### src/rtl/clcd_pkg.sv
`default_nettype none
package clcd_pkg;

	// Depth of the request queue between the front end and the sequencer.
	localparam int unsigned QUEUE_DEPTH = 2;

	localparam int unsigned HOLD_W = 20;
	localparam int unsigned CFG_IDX_W = 3;
	localparam int unsigned CFG_DATA_W = 20;
	localparam int unsigned STEP_W = 5;

	localparam logic [HOLD_W-1:0] HOLD_MAX = 20'hFFFFF;

	// Request kinds.
	localparam logic [1:0] KIND_CMD = 2'd0;
	localparam logic [1:0] KIND_DATA = 2'd1;
	localparam logic [1:0] KIND_INIT = 2'd2;

	// Configuration register indexes.
	localparam logic [CFG_IDX_W-1:0] CFG_ENABLE_HALF = 3'd0;
	localparam logic [CFG_IDX_W-1:0] CFG_SETTLE = 3'd1;
	localparam logic [CFG_IDX_W-1:0] CFG_INIT_STEP = 3'd2;
	localparam logic [CFG_IDX_W-1:0] CFG_POWERUP = 3'd3;
	localparam logic [CFG_IDX_W-1:0] CFG_INIT_FINAL = 3'd4;

	// Configuration reset values.
	localparam logic [9:0] RST_ENABLE_HALF = 10'd50;
	localparam logic [15:0] RST_SETTLE = 16'd2000;
	localparam logic [15:0] RST_INIT_STEP = 16'd10000;
	localparam logic [19:0] RST_POWERUP = 20'd100000;
	localparam logic [15:0] RST_INIT_FINAL = 16'd5000;

	// Event steps of the sequencer. An init request walks all of them; a byte
	// request enters at the last byte slot and walks its four events.
	localparam logic [STEP_W-1:0] STEP_POWERUP = 5'd0;
	localparam logic [STEP_W-1:0] STEP_NIB_LAST = 5'd8;
	localparam logic [STEP_W-1:0] STEP_BYTE_FIRST = 5'd9;
	localparam logic [STEP_W-1:0] STEP_BYTE_ONLY = 5'd21;
	localparam logic [STEP_W-1:0] STEP_FINAL = 5'd24;

	localparam logic [3:0] INIT_NIB = 4'h3;
	localparam logic [3:0] INIT_NIB_LAST = 4'h2;

	typedef struct packed {
		logic [1:0] kind;
		logic [7:0] byte_value;
	} req_t;

	typedef struct packed {
		logic reg_select;
		logic read_write;
		logic enable_line;
		logic [3:0] bus_nibble;
		logic [HOLD_W-1:0] hold_us;
		logic last;
	} evt_t;

	// Classified request as it travels through the queue.
	typedef struct packed {
		logic is_init;
		logic reg_select;
		logic [7:0] byte_value;
	} desc_t;

	typedef struct packed {
		logic [9:0] enable_half_us;
		logic [15:0] settle_us;
		logic [15:0] init_step_us;
		logic [19:0] powerup_us;
		logic [15:0] init_final_us;
	} cfg_t;

	function automatic logic [7:0] init_cmd(input logic [1:0] idx);
		logic [7:0] r;
		case (idx)
			2'd0: r = 8'h28;
			2'd1: r = 8'h0C;
			2'd2: r = 8'h06;
			default: r = 8'h01;
		endcase
		return r;
	endfunction

	function automatic logic [HOLD_W-1:0] sat_add(input logic [HOLD_W-1:0] a,
			input logic [HOLD_W-1:0] b);
		logic [HOLD_W:0] s;
		s = {1'b0, a} + {1'b0, b};
		return s[HOLD_W] ? HOLD_MAX : s[HOLD_W-1:0];
	endfunction

endpackage
`default_nettype wire

### src/rtl/char_lcd_4bit_write_sequencer.sv
`default_nettype none
// Character LCD write sequencer for a 4-bit bus. Each request (command byte,
// data byte or init) is turned into a list of pin events on the result queue;
// each event gives the RS, RW, EN and D4..D7 levels and a hold time in
// microseconds, and the final event of a request has last set. A byte write
// gives four events, init gives twenty-five, and the unused request kind gives
// none. Pacing the pins in real time is left to the consumer of the events.
// A request is classified in the front end and passed through a short queue
// to the sequencer, which emits one event per clock while the result side
// keeps popping; the sequencer loads the next request from the queue only
// after the final event of the current one. The configuration channel is
// always ready, and its registers should only be written while no request is
// in flight.
module char_lcd_4bit_write_sequencer #(
	parameter int unsigned QUEUE_DEPTH = clcd_pkg::QUEUE_DEPTH
) (
	input wire logic clk,
	input wire logic arst_n,
	input wire logic push,
	output logic full,
	input wire clcd_pkg::req_t req,
	output logic empty,
	input wire logic pop,
	output clcd_pkg::evt_t evt,
	input wire logic cfg_valid,
	output logic cfg_ready,
	input wire logic [clcd_pkg::CFG_IDX_W-1:0] cfg_index,
	input wire logic [clcd_pkg::CFG_DATA_W-1:0] cfg_data
);

	clcd_pkg::cfg_t cfg_q;
	logic q_push;
	logic q_full;
	logic q_valid;
	logic q_pop;
	clcd_pkg::desc_t q_wr_desc;
	clcd_pkg::desc_t q_rd_desc;

	// Configuration writes take effect at once; wider data is truncated to the
	// register's width and writes to unknown indexes are dropped.
	assign cfg_ready = 1'b1;

	always_ff @(posedge clk or negedge arst_n) begin
		if (!arst_n) begin
			cfg_q.enable_half_us <= clcd_pkg::RST_ENABLE_HALF;
			cfg_q.settle_us <= clcd_pkg::RST_SETTLE;
			cfg_q.init_step_us <= clcd_pkg::RST_INIT_STEP;
			cfg_q.powerup_us <= clcd_pkg::RST_POWERUP;
			cfg_q.init_final_us <= clcd_pkg::RST_INIT_FINAL;
		end else if (cfg_valid && cfg_ready) begin
			case (cfg_index)
				clcd_pkg::CFG_ENABLE_HALF: cfg_q.enable_half_us <= cfg_data[9:0];
				clcd_pkg::CFG_SETTLE: cfg_q.settle_us <= cfg_data[15:0];
				clcd_pkg::CFG_INIT_STEP: cfg_q.init_step_us <= cfg_data[15:0];
				clcd_pkg::CFG_POWERUP: cfg_q.powerup_us <= cfg_data[19:0];
				clcd_pkg::CFG_INIT_FINAL: cfg_q.init_final_us <= cfg_data[15:0];
				default: ;
			endcase
		end
	end

	// Front end: takes each request transfer and classifies it.
	clcd_front u_front (
		.clk(clk),
		.arst_n(arst_n),
		.push(push),
		.full(full),
		.req(req),
		.q_push(q_push),
		.q_full(q_full),
		.q_desc(q_wr_desc)
	);

	// Short queue that decouples request intake from event generation.
	clcd_fifo #(
		.DEPTH(QUEUE_DEPTH)
	) u_fifo (
		.clk(clk),
		.arst_n(arst_n),
		.push(q_push),
		.full(q_full),
		.wr_desc(q_wr_desc),
		.valid(q_valid),
		.pop(q_pop),
		.rd_desc(q_rd_desc)
	);

	// Sequencer: walks the event steps of one request and registers each
	// event into the result slot.
	clcd_back u_back (
		.clk(clk),
		.arst_n(arst_n),
		.cfg(cfg_q),
		.q_valid(q_valid),
		.q_pop(q_pop),
		.q_desc(q_rd_desc),
		.empty(empty),
		.pop(pop),
		.evt(evt)
	);

endmodule
`default_nettype wire

### src/rtl/clcd_front.sv
`default_nettype none
module clcd_front (
	input wire logic clk,
	input wire logic arst_n,
	input wire logic push,
	output logic full,
	input wire clcd_pkg::req_t req,
	output logic q_push,
	input wire logic q_full,
	output clcd_pkg::desc_t q_desc
);

	logic valid_s1;
	clcd_pkg::desc_t desc_s1;
	logic accept;
	logic handoff;

	assign handoff = valid_s1 && !q_full;
	assign full = valid_s1 && q_full;
	assign accept = push && !full;
	assign q_push = valid_s1;
	assign q_desc = desc_s1;

	// Requests of the unused kind are taken and dropped here.
	always_ff @(posedge clk or negedge arst_n) begin
		if (!arst_n) begin
			valid_s1 <= 1'b0;
		end else if (accept) begin
			valid_s1 <= req.kind inside {clcd_pkg::KIND_CMD, clcd_pkg::KIND_DATA,
				clcd_pkg::KIND_INIT};
		end else if (handoff) begin
			valid_s1 <= 1'b0;
		end
	end

	always_ff @(posedge clk) begin
		if (accept) begin
			desc_s1.is_init <= (req.kind == clcd_pkg::KIND_INIT);
			desc_s1.reg_select <= (req.kind == clcd_pkg::KIND_DATA);
			desc_s1.byte_value <= req.byte_value;
		end
	end

endmodule
`default_nettype wire

### src/rtl/clcd_fifo.sv
`default_nettype none
module clcd_fifo #(
	parameter int unsigned DEPTH = clcd_pkg::QUEUE_DEPTH
) (
	input wire logic clk,
	input wire logic arst_n,
	input wire logic push,
	output logic full,
	input wire clcd_pkg::desc_t wr_desc,
	output logic valid,
	input wire logic pop,
	output clcd_pkg::desc_t rd_desc
);

	localparam int unsigned PTR_W = (DEPTH > 1) ? $clog2(DEPTH) : 1;
	localparam int unsigned CNT_W = $clog2(DEPTH + 1);

	clcd_pkg::desc_t mem_q [DEPTH];
	logic [PTR_W-1:0] wr_ptr_q;
	logic [PTR_W-1:0] rd_ptr_q;
	logic [CNT_W-1:0] count_q;
	logic do_wr;
	logic do_rd;

	assign full = (count_q == CNT_W'(DEPTH));
	assign valid = (count_q != '0);
	assign do_wr = push && !full;
	assign do_rd = pop && valid;
	assign rd_desc = mem_q[rd_ptr_q];

	always_ff @(posedge clk or negedge arst_n) begin
		if (!arst_n) begin
			wr_ptr_q <= '0;
			rd_ptr_q <= '0;
			count_q <= '0;
		end else begin
			if (do_wr) begin
				wr_ptr_q <= (wr_ptr_q == PTR_W'(DEPTH - 1)) ? '0 : wr_ptr_q + 1'b1;
			end
			if (do_rd) begin
				rd_ptr_q <= (rd_ptr_q == PTR_W'(DEPTH - 1)) ? '0 : rd_ptr_q + 1'b1;
			end
			if (do_wr && !do_rd) begin
				count_q <= count_q + 1'b1;
			end else if (do_rd && !do_wr) begin
				count_q <= count_q - 1'b1;
			end
		end
	end

	always_ff @(posedge clk) begin
		if (do_wr) begin
			mem_q[wr_ptr_q] <= wr_desc;
		end
	end

endmodule
`default_nettype wire

### src/rtl/clcd_back.sv
`default_nettype none
module clcd_back (
	input wire logic clk,
	input wire logic arst_n,
	input wire clcd_pkg::cfg_t cfg,
	input wire logic q_valid,
	output logic q_pop,
	input wire clcd_pkg::desc_t q_desc,
	output logic empty,
	input wire logic pop,
	output clcd_pkg::evt_t evt
);

	logic busy_q;
	logic out_valid_q;
	logic [clcd_pkg::STEP_W-1:0] step_q;
	clcd_pkg::desc_t desc_q;
	clcd_pkg::evt_t evt_q;
	clcd_pkg::evt_t ev;
	logic take;
	logic emit;
	logic [clcd_pkg::STEP_W-1:0] nib_idx;
	logic [clcd_pkg::STEP_W-1:0] byte_idx;
	logic [7:0] cur_byte;
	logic [clcd_pkg::HOLD_W-1:0] half;
	logic [clcd_pkg::HOLD_W-1:0] byte_end_hold;
	logic [clcd_pkg::HOLD_W-1:0] extra;

	assign take = !busy_q && q_valid;
	assign q_pop = take;
	assign emit = busy_q && (!out_valid_q || pop);
	assign empty = !out_valid_q;
	assign evt = evt_q;

	assign nib_idx = (step_q - 1'b1) >> 1;
	assign byte_idx = step_q - clcd_pkg::STEP_BYTE_FIRST;
	assign cur_byte = desc_q.is_init ? clcd_pkg::init_cmd(byte_idx[3:2]) : desc_q.byte_value;
	assign half = clcd_pkg::HOLD_W'(cfg.enable_half_us);
	assign extra = (desc_q.is_init && step_q == clcd_pkg::STEP_FINAL)
		? clcd_pkg::HOLD_W'(cfg.init_final_us) : '0;
	assign byte_end_hold = clcd_pkg::sat_add(
		clcd_pkg::sat_add(half, clcd_pkg::HOLD_W'(cfg.settle_us)), extra);

	always_comb begin
		ev.reg_select = desc_q.reg_select;
		ev.read_write = 1'b0;
		ev.last = (step_q == clcd_pkg::STEP_FINAL);
		if (step_q == clcd_pkg::STEP_POWERUP) begin
			ev.reg_select = 1'b0;
			ev.enable_line = 1'b0;
			ev.bus_nibble = 4'h0;
			ev.hold_us = cfg.powerup_us;
		end else if (step_q <= clcd_pkg::STEP_NIB_LAST) begin
			// Single init nibbles: odd steps raise the strobe, even steps drop it.
			ev.enable_line = step_q[0];
			ev.bus_nibble = (nib_idx[1:0] == 2'd3) ? clcd_pkg::INIT_NIB_LAST
				: clcd_pkg::INIT_NIB;
			ev.hold_us = step_q[0] ? half
				: clcd_pkg::sat_add(half, clcd_pkg::HOLD_W'(cfg.init_step_us));
		end else begin
			ev.enable_line = !byte_idx[0];
			ev.bus_nibble = byte_idx[1] ? cur_byte[3:0] : cur_byte[7:4];
			ev.hold_us = (byte_idx[1:0] == 2'd3) ? byte_end_hold : half;
		end
	end

	always_ff @(posedge clk or negedge arst_n) begin
		if (!arst_n) begin
			busy_q <= 1'b0;
			out_valid_q <= 1'b0;
			step_q <= '0;
		end else begin
			if (take) begin
				busy_q <= 1'b1;
				step_q <= q_desc.is_init ? clcd_pkg::STEP_POWERUP : clcd_pkg::STEP_BYTE_ONLY;
			end else if (emit) begin
				step_q <= step_q + 1'b1;
				if (step_q == clcd_pkg::STEP_FINAL) begin
					busy_q <= 1'b0;
				end
			end
			if (emit) begin
				out_valid_q <= 1'b1;
			end else if (pop) begin
				out_valid_q <= 1'b0;
			end
		end
	end

	always_ff @(posedge clk) begin
		if (take) begin
			desc_q <= q_desc;
		end
		if (emit) begin
			evt_q <= ev;
		end
	end

endmodule
`default_nettype wire

### config.mk
export PLATFORM = sky130hd
export DESIGN_NAME = char_lcd_4bit_write_sequencer
export DESIGN_NICKNAME = d
export VERILOG_FILES = /design/src/rtl/clcd_pkg.sv /design/src/rtl/char_lcd_4bit_write_sequencer.sv /design/src/rtl/clcd_front.sv /design/src/rtl/clcd_fifo.sv /design/src/rtl/clcd_back.sv
export SDC_FILE = /design/constraint.sdc
export NUM_CORES = 1
export LEC_CHECK = 0
export ABC_AREA = 1
export BUFFER_PORTS_ARGS = -buffer_cell sky130_fd_sc_hd__buf_2
export CAP_MARGIN = 10
export CORE_UTILIZATION = 35
export DETAILED_ROUTE_END_ITERATION = 6
export PLACE_DENSITY_LB_ADDON = 0.25
export SLEW_MARGIN = 10
export SYNTH_ARGS = -nofsm -noshare
export SYNTH_HDL_FRONTEND = slang
export SYNTH_HIERARCHICAL = 1
export SYNTH_SLANG_ARGS = --single-unit
### constraint.sdc
create_clock -name clk -period 3.8 [get_ports clk]
set_input_delay 0.38 -clock clk [delete_from_list [all_inputs] [get_ports clk]]
set_output_delay 0.38 -clock clk [all_outputs]
set_load 0.1 [all_outputs]
==> metrics.yaml, run 1 <==
logic_synthesis:
  dominantRegCellSynth: "edfxtp_1"
  syn_avg_cell_area_um2: 7.66
  synthAdderAreaFrac_pct: 6.46
  seq_area_frac_synth_pct: 45.4
  syn-num-nets: 1319
  synth_mux_area_share_pct: 0
  ys_warn_count: 6
  synth_edf_count: 67
  synth.top_cell.area_share_pct: 21.3
  ys_async_sr_fraction_pct: 57.3
  synth_compound_area_share_pct: 5.28
  netlist_instances: 1234
  synthTopCellsByArea: "edfxtp_1 21%, nand2_1 19%, dfrtp_1 17%"
  synth_area_um2: 9460
  synth-simple-area-share_pct: 32.4
  synth_top_area_cell: "edfxtp_1"
  synthXorXnorAreaFrac_pct: 2.04
  synth_top_family_by_area: "simple AND/OR/NAND/NOR gates"
  ys_types: 46
  ys_ff_latch: 157
power:
  combPwrFrac_pct: 43.2
  p_leak_nw: 5.55
  seqPwrFrac_pct: 33.5
  p_int_mw: 4.05
  p_per_area_nw_per_um2: 709
  swShare_pct: 46.8
  clkPwrFrac_pct: 23.3
  peakVddDrop_v: 0.000618
  p_switching_mw: 3.56
setup_path:
  crit_buf_inv: 2
  critPathKind: "flip-flop to flip-flop"
  crit_family: "simple AND/OR/NAND/NOR gates"
  crit_path_frequent_cell: "nand2_1"
  path_max_fanout: 5
  crit_path_start_kind: "flip-flop"
  cpPeakStageDelay_ns: 0.58
  worst_ep_arrival_time_ns: 3.55
  crit_path_end_kind: "flip-flop"
  crit_required_ns: 3.99
  worstPathCellList: "inv_1 > fa_1 > inv_1 > nand3_1 > nand3_1 > nand2_1 > nand2_1 > xor2_1 > ha_1 > nand2_1 > nor2_1 > nand3_1 > nand4_1 > nand3_1 > nand2_1 > nand2_1 > nand2_1 > nand2_1"
  cp_slowest_cell: "dfstp_2"
floorplan:
  start_util_pct: 36.0
  fp.dieH_um: 166
  fp.dieW_um: 166
  dieArea_um2: 27700
  rows: 59
  coreArea_um2: 26300
  io_pins: 69
placement:
  numPortBuffers: 66
  place_hpwl_um: 18800
  dp_cells: 1618
  gp_congestion: 0.876
clocking:
  ctsResizeCount: 0
  cts_buffers: 17
  tritoncts: "done"
  cts.sinks: 157
  cts.path.max_buffers: 2
  root_buffer: "clkbuf_16"
  clock_latency_ns: 0.43
  cts_hold_buf: 0
  post-cts-setup-buffers: 0
  clk_pin_slew_worst_paths_ns: 0.08
  htreeDepth: 4
finish:
  post-route-util_pct: 40.9
  fillers: 2744
  nNetsFinal: 1387
  final_common_cell: "nand2_1"
  num_antenna_cells: 0
  multi_input_area_um2: 4380
  drive_above_1_share_pct: 12.9
  layout_common_cells: "481 x nand2_1, 149 x inv_1, 123 x nand3_1"
  fin_cells: 1650
  register_area_um2: 4300
  area_growth_pct: 13.5
job:
  max_cap_violations: 0
global_routing:
  grt_antenna_before_repair: 0
  globalRoute.totalOverflow: 0
  grt_pass1_vias: 7918
  grt_usage_pct: 19.5
  grt_pass1_wl_um: 42200
  grt_max_degree: 49
timing:
  slew_headroom_pct: 27.6
  setup_tns_ns: 0
  timing.final.crit_share_pct: 88.3
  skew_ns: 0.0132
  finalHoldViolations: 12
  rsz0062_at_grt: "false"
  max_freq_mhz: 298
  holdWs_ns: -0.00954
  slew_violations: 0
  fin_crit_ns: 3.36
  worst_pin_slew_ns: 1.09
  finalSetupViolations: 0
route:
  vias: 8009
  dr.pass1.iters: 7
  drt_drc_violations_left: 3
  avgRoutedWirePerCell_um: 15.5
  wirelength_um: 25600
  viasPerCell: 4.85
  drtAntennaViolNets: 0
  initialDrtViolationCount: 639
run_status:
  status: "finished, violations left"
  violations: "DRC, hold timing"
hold_path:
  min_path_type: "primary input to async pin"
[synthesized netlist by cell type, drive strengths merged (3+ instances only)]
library cell / instances
or2: 5
buf: 25
fa: 3
nand3b: 5
edfxtp: 67
o211ai: 4
xnor2: 12
nand3: 123
nor3: 6
clkbuf: 5
a31oi: 5
ha: 44
o21ai: 22
nor2: 89
dfstp: 25
xor2: 10
inv: 158
nand2: 487
and2: 3
a21oi: 48
dfrtp: 65
nand4: 9
[final timing paths]
path | startpoint | to | slack [ns] | cells past startpoint
worst max-delay path | cfg_q[69] | u_back/evt[10] | 0.44 | 18
worst min-delay path | arst_n | cfg_q[71] | -0.01 | 1
worst max register to register | cfg_q[69] | u_back/evt[10] | 0.44 | 18
worst min register to register | u_front/q_desc[9] | u_fifo/mem_q[1][9] | 0.44 | 0
max in group asynchronous | arst_n | cfg_q[69] | 2.96 | 2
min in group clk | req[5] | u_front/q_desc[5] | 0.11 | 1
[kinds of logic after synthesis]
family          count (synthesis)
compound gates                 88
xor+xnor                       22
fa+ha+maj                      47
buf+inv                       189
flops                         157
other cells                     2
simple gates                  729
[through the flow]
stage          hold WS, ns  total power, mW  cell area, um^2  setup slack (ns)
6_report          -0.00954             7.61            10700             0.444
2_1_floorplan       0.0844             5.09             9460             0.596
3_3_place_gp         0.425             5.84            10100             0.436
3_5_place_dp         0.429             5.86            10100             0.480
4_1_cts            0.00480             7.66            10700             0.470
5_1_grt             0.0275             8.10            10700            0.0118
[sequential cells by signal (all words and copies together), names as in the netlist]
register / count
cfg_q: 78
u_back/busy_q: 1
u_back/desc_q: 10
u_back/evt: 27
u_back/out_valid_q: 1
u_back/step_q: 5
u_fifo/count_q: 2
u_fifo/mem_q: 20
u_fifo/rd_ptr_q: 1
u_fifo/wr_ptr_q: 1
u_front/q_desc: 10
u_front/q_push: 1
[power groups by stage]
| stage | clock network [mW] | registers, mW | logic, mW |
|---|---|---|---|
| 4_1_cts | 1.81 | 2.56 | 3.29 |
| 5_1_grt | 1.87 | 2.61 | 3.63 |
| 3_3_place_gp | 0 | 2.58 | 3.25 |
| 2_1_floorplan | 0 | 3.33 | 1.77 |
| 6_report | 1.77 | 2.55 | 3.29 |
| 3_5_place_dp | 0 | 2.58 | 3.27 |
[per-layer routing]
metal  vias up  part of all wire (%)  GRT usage [%]
li1       4072                     -              -
met1      3735                    49           26.5
met2       184                    46           32.1
met3        18                   4.0           2.81
met4         0                   1.7           5.48
met5         -                     0              0
[cell type report]
class	instances	share of cell area [%]
inverters	159	5.56
clock inverters	15	1.76
repair buffers	79	4.01
multi-input cells	888	40.8
well taps	335	3.90
clock buffers	17	3.96
flip-flops and latches	157	40.0
Note: power is estimated with default switching activity, not from simulation.
==> inputs of run 2 (changes only) <==
--- a/config.mk
+++ b/config.mk
@@ -10,2 +10,3 @@
 export CAP_MARGIN = 10
+export CORE_MARGIN = 2
 export CORE_UTILIZATION = 35
--- a/constraint.sdc
+++ b/constraint.sdc
@@ -3,2 +3,2 @@
 set_output_delay 0.38 -clock clk [all_outputs]
-set_load 0.1 [all_outputs]
+set_load 0.01 [all_outputs]
==> run 2 against run 1 <==
Effect of this change:
- the run now ends clean
- register-to-register slack worse by 0.08 ns
- via count shrank 0.57%
- sequential cell count unchanged
- clock power hardly changed
- maximum frequency shrank 2.3%
- worst setup slack lost 0.079 ns
- die area grew 2.4%
- non-clock buffer count is 1 lower
- wire length is 0.28% lower
- cell count up 0.30%
- first-iteration DRC count up 15%
- largest cell class unchanged
==> metrics.yaml, run 2 (synthesis gave the netlist of run 1 again) <==
run_status:
  status: "finished, final reports clean"  # was finished, violations left
timing:
  max_freq_mhz: 291  # was 298 MHz
  worst_pin_slew_ns: 1.08  # was 1.09 ns
  finalSetupViolations: 0  # unchanged
  skew_ns: 0.0175  # was 0.0132 ns
  fin_crit_ns: 3.44  # was 3.36 ns
  finalHoldViolations: 0  # was 12
  slew_violations: 0  # unchanged
  rsz0062_at_grt: "false"  # unchanged
  setup_tns_ns: 0  # unchanged
  slew_headroom_pct: 27.9  # was 27.6%
  holdWs_ns: 0.0851  # was -0.00954 ns
  timing.final.crit_share_pct: 90.4  # was 88.3%
hold_path:
  min_path_type: "primary input to async pin"  # unchanged
finish:
  largest_register: "cfg_q"  # unchanged
  area_growth_pct: 13.5  # about the same
  fin_area_um2: 10700  # about the same
  largest_register_ffs: 78  # unchanged
  num_antenna_cells: 0  # unchanged
  layout_common_cells: "481 x nand2_1, 149 x inv_1, 123 x nand3_1"  # unchanged
  drive_above_1_share_pct: 12.9  # about the same
  nNetsFinal: 1386  # was 1387
  final_common_cell: "nand2_1"  # unchanged
setup_path:
  path_max_fanout: 5  # unchanged
  worst_ep_arrival_time_ns: 3.63  # was 3.55 ns
  worst-r2r-cell-count: 19  # was 18
  timing.rr.start: "cfg_q[69]"  # unchanged
  r2r_slack_ns: 0.36  # was 0.44 ns
  crit_required_ns: 3.99  # about the same
  crit_path_end_kind: "flip-flop"  # unchanged
  critPathKind: "flip-flop to flip-flop"  # unchanged
  crit_path_start_kind: "flip-flop"  # unchanged
  worst_r2r_endpoint: "u_back/evt[16]"  # was u_back/evt[10]
clocking:
  cts.path.max_buffers: 2  # unchanged
  cts_hold_buf: 0  # unchanged
  cts.sinks: 157  # unchanged
  clock_latency_ns: 0.44  # was 0.43 ns
  root_buffer: "clkbuf_16"  # unchanged
  clk_pin_slew_worst_paths_ns: 0.08  # about the same
  ctsResizeCount: 0  # unchanged
  tritoncts: "done"  # unchanged
  cts_buffers: 17  # unchanged
  post-cts-setup-buffers: 0  # unchanged
  htreeDepth: 4  # unchanged
global_routing:
  grt_usage_pct: 18.8  # was 19.5%
  use_met3_pct: 3.10  # was 2.81%
  grt_max_degree: 68  # was 49
  grt_antenna_before_repair: 0  # unchanged
  grt_busiest_layer: "met2"  # unchanged
  use_met1_pct: 25.5  # was 26.5%
  globalRoute.totalOverflow: 0  # unchanged
  grt_pass1_vias: 7620  # was 7918
  met2_usage_pct: 31.4  # was 32.1%
  grt_pass1_wl_um: 41500  # was 42200 um
floorplan:
  dieArea_um2: 28300  # was 27700 um^2
  rows: 60  # was 59
  coreArea_um2: 26700  # was 26300 um^2
  io_pins: 69  # unchanged
  fp.dieH_um: 168  # was 166 um
  start_util_pct: 35.4  # was 36.0%
  fp.dieW_um: 168  # was 166 um
placement:
  place_hpwl_um: 18600  # was 18800 um
  numPortBuffers: 66  # unchanged
  gp_congestion: 0.890  # was 0.876
  postPlaceCellArea_um2: 10100  # unchanged
power:
  p_per_area_nw_per_um2: 633  # was 709 nW/um^2
  p_leak_nw: 5.54  # was 5.55 nW
  peakVddDrop_v: 0.000358  # was 0.000618 V
  power_mw: 6.79  # was 7.61 mW
job:
  max_cap_violations: 0  # unchanged
route:
  avgRoutedWirePerCell_um: 15.4  # was 15.5 um
  dr.pass1.iters: 7  # unchanged
  viasPerCell: 4.81  # was 4.85
  vias: 7963  # was 8009
  drtAntennaViolNets: 0  # unchanged
  drt_drc_violations_left: 0  # was 3
  wirelength_um: 25500  # was 25600 um
  initialDrtViolationCount: 738  # was 639
## run 2: layer usage
metal  vias up  wire length (um)
met5         -                 0
met4         0               282
met3        15              1220
met2       205             11900
met1      3685             12100
li1       4058                 -
## run 2: critical path, cell delays in order (launching register included)
cell and delay, ns:
dfstp_2 0.59, inv_1 0.12, fa_1 0.45, inv_1 0.13, nand3_1 0.09, nand3_1 0.15, nand2_1 0.12, nor2_1 0.15
xor2_1 0.09, ha_1 0.37, inv_1 0.08, nor3_1 0.25, and2_1 0.16, nand2_1 0.06, nand2_1 0.07, nand2_1 0.06
nand3_1 0.07, nand2_1 0.05, nand2_1 0.06, nand2_1 0.07
## run 2: stage by stage
| stage | utilization, % | cells | worst slack (ns) |
|---|---|---|---|
| floorplan | - | 1234 | 0.596 |
| global placement | 37.9 | 1623 | 0.450 |
| detailed placement | 37.9 | 1623 | 0.392 |
| CTS | 40.2 | 1655 | 0.379 |
| global route | 40.2 | 1655 | 0.128 |
| finish | 40.2 | 1655 | 0.365 |
## run 2: worst max path at each step
| stage | from | to | slack, ns | depth (start not counted) |
|---|---|---|---|---|
| 2_1_floorplan | u_back/step_q[0] | u_back/evt[16] | 0.60 | 20 |
| 3_3_place_gp | cfg_q[69] | u_back/evt[16] | 0.45 | 19 |
| 3_5_place_dp | cfg_q[69] | u_back/evt[16] | 0.39 | 19 |
| 4_1_cts | cfg_q[69] | u_back/evt[16] | 0.38 | 19 |
| 5_1_grt | cfg_q[69] | u_back/evt[16] | 0.13 | 19 |
| 6_report | cfg_q[69] | u_back/evt[16] | 0.36 | 19 |
## run 2: layout make-up
| class | count | area [um^2] |
|---|---|---|
| inverter | 159 | 597 |
| multi-input combinational | 888 | 4380 |
| clock inverter | 15 | 186 |
| fill | 2799 | 16000 |
| clock buffer | 17 | 425 |
| sequential | 157 | 4300 |
| timing repair buffer | 78 | 423 |
| tap | 341 | 427 |
## run 2: power by group
group | leakage (nW) | switching (mW) | internal (mW)
Combinational | 3.54 | 1.63 | 0.853
Sequential | 1.71 | 0.253 | 2.30
Clock | 0.291 | 0.861 | 0.898
Total | 5.54 | 2.75 | 4.05
